**config.mk**
```make
export PLATFORM = sky130hd
export DESIGN_NAME = smie_ctrl
export DESIGN_NICKNAME = d
export VERILOG_FILES = /design/src/design/smie_pkg.sv /design/src/design/smie_ctrl.sv
export SDC_FILE = /design/constraint.sdc
export NUM_CORES = 1
export LEC_CHECK = 0
export ABC_AREA = 1
export BUFFER_PORTS_ARGS = -buffer_cell sky130_fd_sc_hd__buf_2
export CORE_ASPECT_RATIO = 0.8
export CORE_UTILIZATION = 53
export CTS_CLUSTER_DIAMETER = 60
export DETAILED_ROUTE_END_ITERATION = 6
export MAX_ROUTING_LAYER = met4
export PLACE_DENSITY = 0.8
export SLEW_MARGIN = 20
export SYNTH_ARGS = -nofsm -noshare
export SYNTH_HDL_FRONTEND = slang
export SYNTH_SLANG_ARGS = --single-unit
```
**constraint.sdc**
```tcl
create_clock -name clk_i -period 1.8 [get_ports clk_i]
set_input_delay 0.18 -clock clk_i [delete_from_list [all_inputs] [get_ports clk_i]]
set_output_delay 0.18 -clock clk_i [all_outputs]
set_load 0.005 [all_outputs]
```
**src/design/smie_pkg.sv**
```systemverilog
// ----------------------------------------------------------------------------
// smie_pkg
// shared constants, instruction codes, sequencer commands and status bundle
// ----------------------------------------------------------------------------
package smie_pkg;

  localparam int STACK_DEPTH = 2048;
  localparam int CODE_DEPTH  = 512;
  localparam int MAX_LEVELS  = 3;
  localparam int WORD_BITS   = 32;

  localparam int OPND_W = 32;
  localparam int SA_W   = $clog2(STACK_DEPTH);
  localparam int PC_W   = $clog2(CODE_DEPTH);
  localparam int EA_W   = WORD_BITS + 2;
  localparam int LV_W   = 2;
  localparam int OP_W   = 4;
  localparam int DCNT_W = $clog2(WORD_BITS);

  typedef logic [WORD_BITS-1:0] word_t;

  // opcodes
  localparam logic [OP_W-1:0] OP_LIT  = 4'd1;
  localparam logic [OP_W-1:0] OP_OPR  = 4'd2;
  localparam logic [OP_W-1:0] OP_LOD  = 4'd3;
  localparam logic [OP_W-1:0] OP_STO  = 4'd4;
  localparam logic [OP_W-1:0] OP_CAL  = 4'd5;
  localparam logic [OP_W-1:0] OP_INC  = 4'd6;
  localparam logic [OP_W-1:0] OP_JMP  = 4'd7;
  localparam logic [OP_W-1:0] OP_JPC  = 4'd8;
  localparam logic [OP_W-1:0] OP_SIO1 = 4'd9;
  localparam logic [OP_W-1:0] OP_SIO2 = 4'd10;
  localparam logic [OP_W-1:0] OP_SIO3 = 4'd11;

  // opr sub-codes
  localparam int OPR_RET = 0;
  localparam int OPR_NEG = 1;
  localparam int OPR_ADD = 2;
  localparam int OPR_SUB = 3;
  localparam int OPR_MUL = 4;
  localparam int OPR_DIV = 5;
  localparam int OPR_ODD = 6;
  localparam int OPR_MOD = 7;
  localparam int OPR_EQL = 8;
  localparam int OPR_NEQ = 9;
  localparam int OPR_LSS = 10;
  localparam int OPR_LEQ = 11;
  localparam int OPR_GTR = 12;
  localparam int OPR_GEQ = 13;

  // sio sub-codes
  localparam int SIO_WRITE = 1;
  localparam int SIO_READ  = 2;

  // error codes
  localparam logic [1:0] ERR_NONE  = 2'd0;
  localparam logic [1:0] ERR_DIV   = 2'd1;
  localparam logic [1:0] ERR_STACK = 2'd2;

  typedef enum logic [5:0] {
    CM_NONE, CM_CLEAR, CM_LATCH, CM_WALK_INIT, CM_WALK_RD, CM_WALK_LD,
    CM_BAD, CM_NOP, CM_LIT_WR, CM_RD_BP2, CM_RD_BP3, CM_RET, CM_RD_SP,
    CM_UNARY, CM_RD_SPM1, CM_BIN_WR, CM_DIV_INIT, CM_DIV_STEP, CM_DIV_WR,
    CM_RD_EA, CM_LOD_WR, CM_STO_WR, CM_CAL1, CM_CAL2, CM_CAL3, CM_CAL4,
    CM_INC, CM_JMP, CM_JPC, CM_PRINT, CM_READ_WR, CM_HALT, CM_TOP_RD, CM_DONE
  } cmd_e;

  typedef enum logic [4:0] {
    S_CLEAR, S_IDLE, S_DISPATCH, S_WALK, S_WALK_LD, S_RD_BP3, S_RET_CHK,
    S_UNARY, S_BIN_Y, S_BIN_X, S_DIV_STEP, S_DIV_WR, S_LOD_WR, S_STO_WR,
    S_CAL2, S_CAL3, S_CAL4, S_JPC, S_PRINT, S_TOP, S_DONE
  } state_e;

  typedef struct packed {
    logic            clr_last;
    logic            stopped;
    logic [OP_W-1:0] op;
    logic            sub_ret;
    logic            sub_unary;
    logic            sub_bin;
    logic            sub_div;
    logic            sio_write;
    logic            sio_read;
    logic            hops_zero;
    logic            walk_bad;
    logic            ea_bad;
    logic            sp_zero;
    logic            sp_p1_bad;
    logic            sp_p4_bad;
    logic            inc_bad;
    logic            ret_bad;
    logic            nb_bad;
    logic            div_last;
    logic            out_free;
  } dp_status_t;

endpackage

```
**src/design/smie_ctrl.sv**
```systemverilog
// ----------------------------------------------------------------------------
// smie_ctrl
// sequencer: steps one instruction through the datapath by commands
// ----------------------------------------------------------------------------
module smie_ctrl
  import smie_pkg::*;
(
  input  logic       clk_i,
  input  logic       rst_ni,
  input  logic       in_valid_i,
  output logic       in_ready_o,
  input  dp_status_t status_i,
  output cmd_e       cmd_o
);

  state_e state_q, state_d;

  always_ff @(posedge clk_i or negedge rst_ni) begin
    if (!rst_ni) begin
      state_q <= S_CLEAR;
    end else begin
      state_q <= state_d;
    end
  end

  assign in_ready_o = (state_q == S_IDLE);

  always_comb begin
    cmd_o   = CM_NONE;
    state_d = state_q;
    case (state_q)
      S_CLEAR: begin
        cmd_o = CM_CLEAR;
        if (status_i.clr_last) state_d = S_IDLE;
      end
      S_IDLE: begin
        if (in_valid_i) begin
          cmd_o   = CM_LATCH;
          state_d = S_DISPATCH;
        end
      end
      S_DISPATCH: begin
        state_d = S_TOP;
        if (!status_i.stopped) begin
          case (status_i.op)
            OP_LIT: cmd_o = status_i.sp_p1_bad ? CM_BAD : CM_LIT_WR;
            OP_OPR: begin
              if (status_i.sub_ret) begin
                if (status_i.ret_bad) begin
                  cmd_o = CM_BAD;
                end else begin
                  cmd_o   = CM_RD_BP2;
                  state_d = S_RD_BP3;
                end
              end else if (status_i.sub_unary) begin
                cmd_o   = CM_RD_SP;
                state_d = S_UNARY;
              end else if (status_i.sub_bin) begin
                if (status_i.sp_zero) begin
                  cmd_o = CM_BAD;
                end else begin
                  cmd_o   = CM_RD_SP;
                  state_d = S_BIN_Y;
                end
              end else begin
                cmd_o = CM_NOP;
              end
            end
            OP_LOD, OP_STO, OP_CAL: begin
              cmd_o   = CM_WALK_INIT;
              state_d = S_WALK;
            end
            OP_INC: cmd_o = status_i.inc_bad ? CM_BAD : CM_INC;
            OP_JMP: cmd_o = CM_JMP;
            OP_JPC: begin
              if (status_i.sp_zero) begin
                cmd_o = CM_BAD;
              end else begin
                cmd_o   = CM_RD_SP;
                state_d = S_JPC;
              end
            end
            OP_SIO1, OP_SIO2, OP_SIO3: begin
              if (status_i.sio_write) begin
                if (status_i.sp_zero) begin
                  cmd_o = CM_BAD;
                end else begin
                  cmd_o   = CM_RD_SP;
                  state_d = S_PRINT;
                end
              end else if (status_i.sio_read) begin
                cmd_o = status_i.sp_p1_bad ? CM_BAD : CM_READ_WR;
              end else begin
                cmd_o = CM_HALT;
              end
            end
            default: cmd_o = CM_NOP;
          endcase
        end
      end
      S_WALK: begin
        if (status_i.hops_zero) begin
          state_d = S_TOP;
          case (status_i.op)
            OP_LOD: begin
              if (status_i.ea_bad || status_i.sp_p1_bad) begin
                cmd_o = CM_BAD;
              end else begin
                cmd_o   = CM_RD_EA;
                state_d = S_LOD_WR;
              end
            end
            OP_STO: begin
              if (status_i.ea_bad || status_i.sp_zero) begin
                cmd_o = CM_BAD;
              end else begin
                cmd_o   = CM_RD_SP;
                state_d = S_STO_WR;
              end
            end
            default: begin
              if (status_i.sp_p4_bad) begin
                cmd_o = CM_BAD;
              end else begin
                cmd_o   = CM_CAL1;
                state_d = S_CAL2;
              end
            end
          endcase
        end else if (status_i.walk_bad) begin
          cmd_o   = CM_BAD;
          state_d = S_TOP;
        end else begin
          cmd_o   = CM_WALK_RD;
          state_d = S_WALK_LD;
        end
      end
      S_WALK_LD: begin
        cmd_o   = CM_WALK_LD;
        state_d = S_WALK;
      end
      S_RD_BP3: begin
        cmd_o   = CM_RD_BP3;
        state_d = S_RET_CHK;
      end
      S_RET_CHK: begin
        cmd_o   = status_i.nb_bad ? CM_BAD : CM_RET;
        state_d = S_TOP;
      end
      S_UNARY: begin
        cmd_o   = CM_UNARY;
        state_d = S_TOP;
      end
      S_BIN_Y: begin
        cmd_o   = CM_RD_SPM1;
        state_d = S_BIN_X;
      end
      S_BIN_X: begin
        if (status_i.sub_div) begin
          cmd_o   = CM_DIV_INIT;
          state_d = S_DIV_STEP;
        end else begin
          cmd_o   = CM_BIN_WR;
          state_d = S_TOP;
        end
      end
      S_DIV_STEP: begin
        cmd_o = CM_DIV_STEP;
        if (status_i.div_last) state_d = S_DIV_WR;
      end
      S_DIV_WR: begin
        cmd_o   = CM_DIV_WR;
        state_d = S_TOP;
      end
      S_LOD_WR: begin
        cmd_o   = CM_LOD_WR;
        state_d = S_TOP;
      end
      S_STO_WR: begin
        cmd_o   = CM_STO_WR;
        state_d = S_TOP;
      end
      S_CAL2: begin
        cmd_o   = CM_CAL2;
        state_d = S_CAL3;
      end
      S_CAL3: begin
        cmd_o   = CM_CAL3;
        state_d = S_CAL4;
      end
      S_CAL4: begin
        cmd_o   = CM_CAL4;
        state_d = S_TOP;
      end
      S_JPC: begin
        cmd_o   = CM_JPC;
        state_d = S_TOP;
      end
      S_PRINT: begin
        cmd_o   = CM_PRINT;
        state_d = S_TOP;
      end
      S_TOP: begin
        cmd_o   = CM_TOP_RD;
        state_d = S_DONE;
      end
      S_DONE: begin
        if (status_i.out_free) begin
          cmd_o   = CM_DONE;
          state_d = S_IDLE;
        end
      end
      default: state_d = S_IDLE;
    endcase
  end

endmodule

```
; Yosys cells after proc, flatten, opt, wreduce, memory -nomap -nowiden
; Index checks and enable logic that the tools add are counted.
[word_totals]
output_inout_bits = 7
ff_bits = 5
word_cells = 88
[classes]
eq_ne = 35
mux = 45
reduce_logical = 7
[ops]
columns = op, n
row1 = $pmux W6 S21, 1
row2 = $mux W5, 22
row3 = $pmux W5 S14, 1
row4 = $mux W6, 7
row5 = $pmux W6 S7, 1
row6 = $eq A5 B4 Y1 const B, 8
row7 = $eq A5 B5 Y1 const B, 5
row8 = $eq A5 B3 Y1 const B, 4
row9 = $mux W4, 5
row10 = $pmux W5 S4, 1
row11 = $eq A4 B3 Y1 const B, 4
row12 = $eq A4 B4 Y1 const B, 4
row13 = $pmux W6 S2, 1
row14 = $eq A5 B2 Y1 const B, 2
row15 = $pmux W5 S2, 1
row16 = $eq A4 B2 Y1 const B, 2
row17 = $ne A2 B2 Y1 const B, 4
row18 = $reduce_or A8 Y1, 1
row19 = $mux W2, 3
row20 = $reduce_or A3 Y1, 2
row21 = $eq A5 B1 Y1 const B, 1
row22 = $logic_not A5 Y1, 1
row23 = $eq A4 B1 Y1 const B, 1
row24 = $reduce_and A4 Y1, 1
row25 = 2 further kinds, 4

; Longest topological paths before layout
; Gate-level depths: netlist (run 1).
[depth]
ltp_word = 7
mapped_depth = 11
depth_no_buf = 11

; Least setup slack after synthesis (run 1)
; OpenSTA, ideal clock, no wires.
[synth_timing]
kind = reg-to-output
start = register state_q[2]
end = output cmd_o[4]
arrival_ns = 1.258
path_stages_with_launch = 7
slack_ns = 0.362
cell_sequence = dfrtp_1 -> nand2_2 -> clkinv_1 -> nand2_1 -> nand2_1 -> nor4_1 -> o211ai_1
[synth_between]
elab_chain_cells = 2
word_cells_on_any_way = 22
cone_classes = 20 x eq/ne / 1 x mux / 1 x reduce/logical
[synth_lines]
columns = element, line_no
row1 = from (decl), smie_ctrl.sv:16  ; state_e state_q, state_d;
row2 = from (signal assigned), smie_ctrl.sv:22  ; state_q <= state_d;
row3 = $eq A5 B5 Y1 (tied with other cells), smie_ctrl.sv:31  ; case (state_q)
row4 = $pmux W6 S21 *, smie_ctrl.sv:31
row5 = to (decl), smie_ctrl.sv:13  ; output cmd_e cmd_o
; Every way passes the cells marked *; elsewhere a longest branch is shown, timed or not.

; Worst setup path after layout (run 1)
; Ends and elaborated chain as after synthesis.

==> impl_metrics.py, run 1 <==
metrics = {
    "run_status": {
        "status": "finished with violations",
        "violations": "setup timing",
    },
    "power_and_ir_drop": {
        "pwr-share-seq": 0.142,
        "p_clk_frac": 0.067,
        "vdd_drop_max_mv": 1.55,
        "p_sw_frac": 0.553,
        "p_total_mw": 2.18,
        "combPwrFrac": 0.791,
        "cellPowerDensity_nw_per_um2": 1270,
        "p_leak_nw": 0.990,
        "power.switching_mw": 1.21,
        "internal_power_mw": 0.975,
    },
    "global_routing": {
        "grt_max_degree": 12,
        "track_usage": 0.344,
        "antenna_found_initial": 0,
        "grt_pass1_wl_mm": 6.49,
        "groute.layer.met1.usage": 0.492,
        "top_usage_layer": "met1",
        "grt.met2_usage": 0.469,
        "overflow": 0,
        "use_met3": 0.100,
        "grt_pass1_vias": 1463,
    },
    "clock_network": {
        "clk_latency_ps": 270,
        "cts_tree": "built",
        "clockBufferDepth": 2,
        "path_clk_slew_ps": 60,
        "clock-sinks": 5,
        "cts-root-buf": "clkbuf_4",
        "numCtsBuffers": 3,
        "ctsHtreeMaxLevel": 1,
    },
    "finish": {
        "synthToLayoutAreaGrowth_pct": 37.9,
        "largest_reg_flops": 5,
        "final_cells": 309,
        "nets": 311,
        "fill_cells": 171,
        "multi_input_area_um2": 1080,
        "diodes": 0,
        "regMostFlops": "state_q",
        "seq_area_um2": 131,
        "reg_top3": "state_q (5)",
        "drive_above_1_share": 0.366,
    },
    "worst_setup_path": {
        "worstPathArrival_ps": 1730,
        "cp_max_fo": 6,
        "required_ps": 1620,
        "cp-start-kind": "flip-flop",
        "worstReg2RegEnd": "state_q[1]$_DFFE_PN0P_",
        "cp-end-kind": "primary output",
        "cp_cell_sequence": "buf_6 -> nor2_4 -> nand2_2 -> o21ai_2 -> nor4_2 -> o211ai_1 -> buf_2",
        "critical_path.top_delay_family": "flip-flops",
        "slowest_delay_ps": 460,
        "path_class": "flip-flop to primary output",
        "r2r_start": "state_q[1]$_DFFE_PN0P_",
        "r2r_setup_slack_ps": 100,
        "rr_worst_depth": 10,
        "cp.depth": 7,
        "cp_num_buf_inv": 2,
        "critPathSlowestCell": "dfrtp_2",
    },
    "job": {
        "cap_violations": 0,
    },
    "detailed_routing": {
        "drt_iter0_drc": 171,
        "drc": 0,
        "firstDrtPassIters": 5,
        "vias_per_cell": 5.92,
        "routed_wirelength_mm": 4.36,
        "ant_nets": 0,
        "wl_per_cell_um": 14.1,
        "routed-via-count": 1829,
    },
    "yosys": {
        "synth_top_cell_area_share": 0.166,
        "netlist_top_cells_area": "nand2_1 (17%), nor2_1 (11%), nand3_1 (10%)",
        "synth_edf_count": 0,
        "ys_warn_count": 0,
        "ys_seq_area_frac": 0.101,
        "synthTopCellsByCount": "nand2_1 (55), nor2_1 (36), inv_1 (28)",
        "syn_nets": 257,
        "synth_cell_types": 28,
        "syn_avg_cell_area_um2": 5.37,
        "async_reset_ff_frac": 1.00,
        "yosysMostFrequentCell": "nand2_1",
        "synth_cells": 231,
        "synth_ff_type": "dfrtp_1",
        "synth_area_leader_cell": "nand2_1",
        "synth_seq_cells": 5,
        "synth_area_um2": 1240,
    },
    "place": {
        "hpwl_mm": 3.16,
        "place_congestion": 1.01,
        "detailedPlace.worstSlack_ps": 73.9,
        "portBuffers": 32,
        "placedCellCount": 291,
    },
    "die": {
        "die_width_um": 56.1,
        "core_area_um2": 2180,
        "row_count": 15,
        "pin_count": 33,
        "fp.dieH_um": 45.3,
        "die-area_um2": 2540,
        "start_util": 0.570,
    },
    "min_path": {
        "holdPathStages": 3,
        "hold_path_class": "primary input to flip-flop",
        "hold_start": "status_i[1]",
        "min_to": "state_q[1]$_DFFE_PN0P_",
    },
    "timing": {
        "skew_ps": 20.4,
        "min_period_ps": 1910,
        "final-setup-viol-count": 5,
        "min_period_over_period": 1.06,
        "final-max-slew-violation-count": 0,
        "hold_viol": 0,
        "timing.fmax_mhz": 523,
        "relSlewSlack": 0.729,
        "setup_ws_ps": -113,
        "hold_slack_ps": 238,
        "rsz0062_at_grt": "yes",
        "worst_slew_pin_slew_ps": 402,
    },
}
-- per-stage QoR --
stage          setup TNS (ps)  area, µm²   util
2_1_floorplan               0       1240      -
3_3_place_gp                0       1450  0.665
3_5_place_dp                0       1450  0.665
4_1_cts                 -72.7       1590  0.731
5_1_grt                  -692       1710  0.786
6_report                 -382       1710  0.786
-- worst min-delay path, cell delays in order --
cell and delay (ps):
buf_2 70, nand3b_1 130, nand2_1 60
-- cells in the final DEF, fill, tap and decap left out, types with 6 or more instances in the layout --
cell type	count
a21oi_1	7
buf_2	32
buf_4	17
inv_1	27
inv_2	6
nand2_1	47
nand2_2	8
nand3_1	26
nand4_1	7
nor2_1	31
nor2_4	8
o211ai_1	6
o21ai_0	10
-- how the worst max path moves through the flow --
stage,start,to
floorplan,state_q[2]$_DFFE_PN0P_,cmd_o[4]
finish,state_q[2]$_DFFE_PN0P_,cmd_o[4]
CTS,state_q[3]$_DFFE_PN0P_,cmd_o[4]
detailed placement,state_q[2]$_DFFE_PN0P_,cmd_o[4]
global route,state_q[1]$_DFFE_PN0P_,cmd_o[2]
global placement,state_q[2]$_DFFE_PN0P_,cmd_o[4]
-- kinds of logic after synthesis --
kind of cell | count (synthesis) | synth area share
compound gates | 32 | 0.157
buf+inv | 37 | 0.124
flops | 5 | 0.101
simple gates | 157 | 0.618
-- per-layer routing --
layer	up-vias	part of all wire
met2	137	0.40
met3	17	0.15
met4	0	0.021
met5	-	0
met1	799	0.43
li1	876	-
-- cell type report --
type                    instances  area share
clock buffers                   4      0.0154
inverters                      35      0.0789
multi-input cells             189       0.630
repair buffers                 51       0.181
flip-flops and latches          5      0.0768
well taps                      25      0.0183
-- timing repair --
item / CTS / global route
hold buffers: 1 / 0
cloned: 0 / 0
pin swaps: 3 / 9
hold endpoints to repair: 5 / 0
setup endpoints to repair: 5 / 5
setup buffers: 7 / 6
resized for setup: 20 / 19
-- power by group through the flow --
stage / registers, mW / clock network [mW] / logic [mW]
finish: 0.310 / 0.146 / 1.73
global route: 0.316 / 0.147 / 1.88
detailed placement: 0.264 / 0 / 1.31
CTS: 0.276 / 0.140 / 1.48
global placement: 0.262 / 0 / 1.31
floorplan: 0.231 / 0 / 0.981
Note: power is estimated with default switching activity, not from simulation.
==> run 2, diff against run 1 <==
clock period = 2 ns   (was 1.8 ns; I/O delays follow)
==> impl_metrics.py, run 2 (same netlist as run 1, synthesis figures left out) <==
metrics = {
    "finish": {
        "layout_commonest_cell": "nand2_1",
        "nets": 297,
        "reg_top3": "state_q (5)",
        "fill_cells": 207,
        "largest_reg_flops": 5,
        "synthToLayoutAreaGrowth_pct": 21.9,
        "seq_area_um2": 131,
        "diodes": 0,
        "final_cell_mix": "nand2_1 (53), nor2_1 (35), buf_2 (32)",
        "regMostFlops": "state_q",
        "multi_input_area_um2": 991,
        "drive_above_1_share": 0.293,
    },
    "global_routing": {
        "grt_max_degree": 12,
        "antenna_found_initial": 0,
        "track_usage": 0.330,
        "grt_pass1_wl_mm": 6.24,
        "grt_pass1_vias": 1336,
        "overflow": 0,
    },
    "timing": {
        "skew_ps": 11.0,
        "relSlewSlack": 0.786,
        "setup_ws_ps": 26.6,
        "worst_slew_pin_slew_ps": 320,
        "min_period_ps": 1970,
        "hold_viol": 0,
        "final-setup-viol-count": 0,
        "final-max-slew-violation-count": 0,
        "min_period_over_period": 0.987,
        "timing.fmax_mhz": 507,
        "rsz0062_at_grt": "yes",
        "hold_slack_ps": 268,
    },
    "power_and_ir_drop": {
        "p_sw_frac": 0.570,
        "pwr-share-seq": 0.163,
        "combPwrFrac": 0.760,
        "p_clk_frac": 0.077,
        "vdd_drop_max_mv": 1.19,
        "p_leak_nw": 0.884,
        "cellPowerDensity_nw_per_um2": 1090,
        "internal_power_mw": 0.709,
        "power.switching_mw": 0.938,
    },
    "die": {
        "die-area_um2": 2540,
        "start_util": 0.570,
        "core_area_um2": 2180,
        "die_width_um": 56.1,
        "row_count": 15,
        "fp.dieH_um": 45.3,
        "pin_count": 33,
    },
    "detailed_routing": {
        "wl_per_cell_um": 13.8,
        "routed_wirelength_mm": 4.06,
        "wl_met2_mm": 1.63,
        "routed-via-count": 1704,
        "firstDrtPassIters": 5,
        "maxUsedRoutingLayer": "met4",
        "wl_met3_um": 545,
        "ant_nets": 0,
        "vias_per_cell": 5.78,
        "wl_met1_mm": 1.84,
        "drt_iter0_drc": 186,
        "drc": 0,
    },
    "min_path": {
        "hold_path_class": "primary input to async pin",
    },
    "worst_setup_path": {
        "rr_worst_depth": 9,
        "worstReg2RegEnd": "state_q[0]$_DFFE_PN0P_",
        "critPathSlowestCell": "dfrtp_2",
        "cp_num_buf_inv": 2,
        "cp.depth": 10,
        "cp_max_fo": 6,
        "slowest_delay_ps": 440,
        "cp_cell_sequence": "inv_2 -> nand2_1 -> nor2_4 -> nand2_4 -> nand2_1 -> nor2_1 -> nand3_1 -> nor3_1 -> nand2_1 -> buf_2",
        "r2r_setup_slack_ps": 410,
        "worstPathArrival_ps": 1770,
        "required_ps": 1800,
        "path_class": "flip-flop to primary output",
        "cp-start-kind": "flip-flop",
        "critical_path.top_delay_family": "simple AND/OR/NAND/NOR gates",
        "cp-end-kind": "primary output",
        "crit_top_cell": "nand2_1",
        "crit_path_start": "state_q[0]$_DFFE_PN0P_",
        "r2r_start": "state_q[4]$_DFFE_PN0P_",
    },
    "clock_network": {
        "clock-sinks": 5,
        "cts_tree": "built",
        "clk_latency_ps": 260,
        "ctsHtreeMaxLevel": 1,
        "numCtsBuffers": 3,
        "path_clk_slew_ps": 60,
        "clockBufferDepth": 2,
        "cts-root-buf": "clkbuf_4",
    },
    "run_status": {
        "status": "finished, final reports clean",
    },
    "place": {
        "portBuffers": 32,
        "place_congestion": 0.965,
        "hpwl_mm": 3.22,
        "detailedPlace.worstSlack_ps": 175,
    },
    "job": {
        "cap_violations": 0,
    },
}
run 2: changes by cell type in the layout (fill, tap and decap cells not counted), moves of 2 or more:
cell / previous run / this run
nand3_4: 3 / 0
nor2_4: 8 / 6
nand2_4: 5 / 1
nand3_2: 2 / 5
nor2_2: 5 / 3
nor2_1: 31 / 35
nand2_1: 47 / 53
buf_4: 17 / 4
nand2_2: 8 / 6
run 2: power by group through the flow:
stage / sequential [mW] / combinational (mW) / clock, mW
after floorplan: 0.208 / 0.883 / 0
after global placement: 0.252 / 1.16 / 0
after detailed placement: 0.252 / 1.14 / 0
after CTS: 0.258 / 1.15 / 0.128
after global routing: 0.277 / 1.39 / 0.132
final: 0.268 / 1.25 / 0.127
run 2: cell type report:
type / count / share of cell area
sequential: 5 / 0.0868
inverter: 35 / 0.0868
timing repair buffer: 37 / 0.132
clock inverter: 1 / 0.00331
clock buffer: 3 / 0.0149
multi-input combinational: 189 / 0.655
tap: 25 / 0.0207
run 2: worst max-delay path by stage:
stage	to	slack, ps
2_1_floorplan	cmd_o[4]	540
3_3_place_gp	cmd_o[4]	90
3_5_place_dp	cmd_o[4]	170
4_1_cts	cmd_o[0]	20
5_1_grt	cmd_o[0]	-70
6_report	cmd_o[0]	30
run 2: stage by stage:
step | instances | setup TNS (ps) | util | power [mW] | area, µm²
detailed placement | 288 | 0 | 0.655 | 1.39 | 1430
CTS | 293 | 0 | 0.675 | 1.54 | 1470
global placement | 288 | 0 | 0.655 | 1.41 | 1430
global route | 295 | -132 | 0.695 | 1.80 | 1510
floorplan | 231 | 0 | - | 1.09 | 1240
finish | 295 | 0 | 0.695 | 1.65 | 1510
run 2: timing repair:
item | in CTS | in global routing
setup endpoints to repair | 2 | 5
hold endpoints to repair | 5 | 0
pin swaps | 0 | 2
hold buffers | 1 | 0
resized for setup | 5 | 9
setup buffers | 0 | 2
run 2: layer usage:
metal / up-vias / global-route usage
li1: 850 / -
met1: 723 / 0.518
met2: 124 / 0.421
met3: 7 / 0.0630
met4: 0 / 0.0634
met5: - / -
